$ cat config.mk
export PLATFORM = sky130hd
export DESIGN_NAME = bdq_cell
export DESIGN_NICKNAME = d
export VERILOG_FILES = /design/src/rtl/bdq_pkg.sv /design/src/rtl/bdq_cell.sv
export SDC_FILE = /design/constraint.sdc
export NUM_CORES = 1
export LEC_CHECK = 0
export ABC_AREA = 1
export BUFFER_PORTS_ARGS = -buffer_cell sky130_fd_sc_hd__buf_4
export CORE_ASPECT_RATIO = 1.75
export CORE_MARGIN = 4
export CORE_UTILIZATION = 35
export DETAILED_ROUTE_END_ITERATION = 16
export PLACE_DENSITY_LB_ADDON = 0.08
export SYNTH_ARGS = -nofsm -noshare
export SYNTH_HDL_FRONTEND = slang
export SYNTH_SLANG_ARGS = --single-unit
$ cat constraint.sdc
create_clock -name aclk -period 3.7 [get_ports aclk]
set_input_delay 0.555 -clock aclk [delete_from_list [all_inputs] [get_ports aclk]]
set_output_delay 0.555 -clock aclk [all_outputs]
set_load 0.03 [all_outputs]
$ cat src/rtl/bdq_pkg.sv
// ----------------------------------------------------------------------------
// bdq_pkg: shared types and constants for the bounded deque
// Command and status codes, cell operations, beat structs and sizing.
// ----------------------------------------------------------------------------
package bdq_pkg;

    localparam int DEPTH        = 128;
    localparam int WORD_BITS    = 32;
    localparam int PAYLOAD_BITS = 32;
    localparam int CAP_BITS     = 8;
    localparam int FILL_BITS    = 8;
    localparam int CNT_W        = $clog2(DEPTH + 1);
    localparam int LIM_W        = (CNT_W > CAP_BITS) ? CNT_W : CAP_BITS;
    localparam int GROUP_SIZE   = 16;
    localparam int GROUPS       = (DEPTH + GROUP_SIZE - 1) / GROUP_SIZE;

    localparam logic [CAP_BITS-1:0] CAPACITY_RESET = CAP_BITS'(100);

    typedef enum logic [1:0] {
        CMD_BACK_PUSH  = 2'd0,
        CMD_FRONT_PUSH = 2'd1,
        CMD_BACK_POP   = 2'd2,
        CMD_FRONT_POP  = 2'd3
    } cmd_t;

    typedef enum logic [1:0] {
        ST_OK    = 2'd0,
        ST_FULL  = 2'd1,
        ST_EMPTY = 2'd2
    } status_t;

    typedef enum logic [2:0] {
        OP_HOLD,
        OP_BACK_PUSH,
        OP_FRONT_PUSH,
        OP_BACK_POP,
        OP_FRONT_POP
    } cell_op_t;

    typedef enum logic {
        S_IDLE,
        S_FIN
    } state_t;

    typedef struct packed {
        cmd_t                    cmd;
        logic [PAYLOAD_BITS-1:0] push_word;
    } in_item_t;

    typedef struct packed {
        logic [PAYLOAD_BITS-1:0] pop_word;
        status_t                 status;
        logic [FILL_BITS-1:0]    fill_count;
    } out_item_t;

    // Broadcast to every cell of the row
    typedef struct packed {
        cell_op_t             op;
        logic [WORD_BITS-1:0] word;
    } cell_cmd_t;

endpackage

$ cat src/rtl/bdq_cell.sv
// ----------------------------------------------------------------------------
// bdq_cell: one storage cell of the deque row
// Holds one word and its valid flag; shifts with its neighbors on front
// operations, fills or empties in place on back operations.
// ----------------------------------------------------------------------------
module bdq_cell (
    input  logic                         aclk,
    input  logic                         aresetn,
    input  bdq_pkg::cell_cmd_t           cmd,
    input  logic                         left_valid,
    input  logic [bdq_pkg::WORD_BITS-1:0] left_word,
    input  logic                         right_valid,
    input  logic [bdq_pkg::WORD_BITS-1:0] right_word,
    output logic                         valid,
    output logic [bdq_pkg::WORD_BITS-1:0] word,
    output logic [bdq_pkg::WORD_BITS-1:0] tap
);
    import bdq_pkg::*;

    logic                 valid_reg, valid_next;
    logic [WORD_BITS-1:0] word_reg, word_next;
    logic                 is_last;

    assign is_last = valid_reg && !right_valid;

    always_comb begin
        valid_next = valid_reg;
        word_next  = word_reg;
        case (cmd.op)
            OP_BACK_PUSH: begin
                // first empty slot takes the new word
                if (!valid_reg && left_valid) begin
                    valid_next = 1'b1;
                    word_next  = cmd.word;
                end
            end
            OP_FRONT_PUSH: begin
                valid_next = left_valid;
                word_next  = left_word;
            end
            OP_BACK_POP: begin
                if (is_last) begin
                    valid_next = 1'b0;
                end
            end
            OP_FRONT_POP: begin
                valid_next = right_valid;
                word_next  = right_word;
            end
            default: begin
                valid_next = valid_reg;
                word_next  = word_reg;
            end
        endcase
    end

    always_ff @(posedge aclk) begin
        if (!aresetn) begin
            valid_reg <= 1'b0;
        end else begin
            valid_reg <= valid_next;
        end
    end

    always_ff @(posedge aclk) begin
        word_reg <= word_next;
    end

    assign valid = valid_reg;
    assign word  = word_reg;
    assign tap   = is_last ? word_reg : '0;

endmodule

==> results.yml <==
synth:
  ys.flop_type: "edfxtp_1"
  ys_seq_area_share_pct: 50.1
  ys_top_cells_by_count: "104 x nand2_1, 38 x nand3_1, 36 x inv_1"
  yosysWarnings: 0
  synthesis.area_mm2: 0.00196
  synthArstFlopShare_pct: 0
  ys_seq_elements: 33
  yosysTopAreaCell: "edfxtp_1"
  synth_edf_count: 32
  synth.area.top_cells: "edfxtp_1 49%, nand2_1 20%, nand3_1 9.7%"
  synthCells: 265
  synth_area_per_cell_um2: 7.39
  synth.distinct_cells: 14
  syn_nets: 368
  synth_top_area_share_pct: 49.1
  yosysMostFrequentCell: "nand2_1"
cells_and_area:
  largest_reg_flops: 32
  synthToLayoutAreaGrowth_pct: 72.1
  layout-drive-gt1-share_pct: 41.8
  diodes: 0
  num-fill-cells: 531
  nets: 533
sta:
  rsz0062_at_grt: "false"
  finClkSkew_ps: 0.932
  setup_tns_ps: 0
  drv_slew: 0
  slew_headroom_pct: 25.4
  setup_violations: 0
  period_share_pct: 65.3
  clock.fmax_ghz: 0.414
  min_period_ps: 2420
  hold_violations: 0
  tightest_slew_ps: 1120
cts:
  clk_pin_slew_ps: 70
  numCtsBuffers: 5
  cts_root_buf: "clkbuf_8"
  clock-sinks: 33
  postCtsSetupBuffers: 0
  clk_latency_ps: 280
  hold_buffers: 0
  cts_buffer_depth: 2
  cts_tree: "done"
  ctsResizeCount: 0
  ctsHtreeMaxLevel: 2
setup_path:
  timing.rr.start: "valid$_SDFFE_PN0P_"
  required_ps: 3140
  reg2reg_slack_ps: 1940
  r2r_cells: 5
  critPathKind: "in2out"
  critPathLaunch: "right_valid"
  critPathLaunchType: "primary input"
  worstPathArrival_ps: 1860
  crit_family: "simple AND/OR/NAND/NOR gates"
  worstPathCellList: "buf_4, inv_1, nand2_1, nor2_1, buf_4"
  max_stage_delay_ps: 600
  cp.depth: 5
  endpoint: "tap[23]"
  crit_buf_inv: 3
  slowest_stage: "nand2_1"
  crit_fanout: 33
  r2r_end: "word[24]$_DFFE_PP_"
  path_common_cell: "buf_4"
  critPathCaptureType: "primary output"
floorplanning:
  boundaryPins: 168
  die_area_mm2: 0.00690
  start_util_pct: 36.7
  core_region_area_mm2: 0.00534
  fp.dieH_um: 107
  die_w_um: 64.5
  rows: 35
outcome:
  outcome: "finished, final reports clean"
hold_path:
  hold_class: "in2reg"
placement:
  gp_congestion: 0.746
  numPortBuffers: 167
  dp_hpwl_um: 5030
drt:
  first_iter_violations: 123
  wl_per_cell_um: 12.9
  dr.pass1.iters: 4
  postRouteAntennaNets: 0
  avgViaCountPerCell: 4.53
  num_vias: 2289
  wl_um: 6530
  remaining_drc_errors: 0
pwr:
  cellPowerDensity_mw_per_mm2: 339
  p_leak_nw: 1.81
  power.internal_uw: 802
  p_switching_uw: 341
  power_frac_seq_pct: 41.0
  combPwrFrac_pct: 30.0
  clkPwrFrac_pct: 29.0
  peakVddDrop_uv: 223
  p_sw_share_pct: 29.8
  power.total_mw: 1.14
grt:
  overflow: 0
  grt_max_degree: 34
  grt_pass1_vias: 2243
  grt_use_total_pct: 19.3
  antenna_found_initial: 0
  grt_pass1_wl_um: 10300
job:
  drv_cap: 0
tightest hold or removal path, delay by kind of cell:
family / cells / cell delay [ps]
buffers and inverters: 1 / 80
AND/OR/NAND/NOR: 2 / 110
worst min-delay path by stage:
stage	from	end	slack (ps)	cells past startpoint
detailed placement	valid$_SDFFE_PN0P_	valid$_SDFFE_PN0P_	560	4
global placement	valid$_SDFFE_PN0P_	valid$_SDFFE_PN0P_	540	4
global route	aresetn	valid$_SDFFE_PN0P_	520	3
floorplan	valid$_SDFFE_PN0P_	valid$_SDFFE_PN0P_	670	4
CTS	aresetn	valid$_SDFFE_PN0P_	500	3
finish	aresetn	valid$_SDFFE_PN0P_	500	3
cell usage in the layout, fill, tap and decap left out:
cell type,instances
a21boi_4,1
buf_4,170
bufinv_16,1
clkbuf_1,1
clkbuf_8,5
clkinv_1,1
dfxtp_1,1
edfxtp_1,32
inv_1,36
inv_2,2
nand2_1,104
nand3_1,38
nand3b_1,1
nand4_1,2
nor2_1,35
nor2_8,1
logic make-up after synthesis:
group | count (synthesis) | share of synthesized area (%)
compound gates | 1 | 0.384
simple gates | 181 | 38.4
buf+inv | 50 | 11.1
flops | 33 | 50.1
area by class of cell:
cell class | count | area (µm²) | area share [%]
Clock buffer | 6 | 72.6 | 2.15
Multi-Input combinational cell | 182 | 771 | 22.9
Inverter | 38 | 143 | 4.23
Tap cell | 74 | 92.6 | 2.75
Timing Repair Buffer | 170 | 1280 | 37.9
Sequential cell | 33 | 981 | 29.1
Clock inverter | 2 | 33.8 | 1.00
stage by stage:
step	instances	area [µm²]	setup slack [ps]	util (%)	hold WS [ps]
global placement	497	3260	1270	61.1	544
detailed placement	497	3260	1200	61.1	556
floorplan	265	1960	749	-	669
global route	505	3370	1040	63.1	516
finish	505	3370	1280	63.1	502
CTS	505	3370	1200	63.1	504
power by group through the flow:
| stage | registers (mW) | clock network, mW | logic, mW |
|---|---|---|---|
| finish | 0.468 | 0.332 | 0.343 |
| global route | 0.473 | 0.355 | 0.373 |
| global placement | 0.476 | 0 | 0.342 |
| detailed placement | 0.476 | 0 | 0.347 |
| CTS | 0.469 | 0.340 | 0.347 |
| floorplan | 0.534 | 0 | 0.117 |
metal layers:
metal	vias up	share of wire [%]	global-route usage [%]
li1	1151	-	-
met1	1017	35	21.8
met2	111	54	34.7
met3	10	8.3	4.19
met4	0	2.2	7.26
met5	-	0	0
No activity file was read; power rests on OpenSTA's default activity.
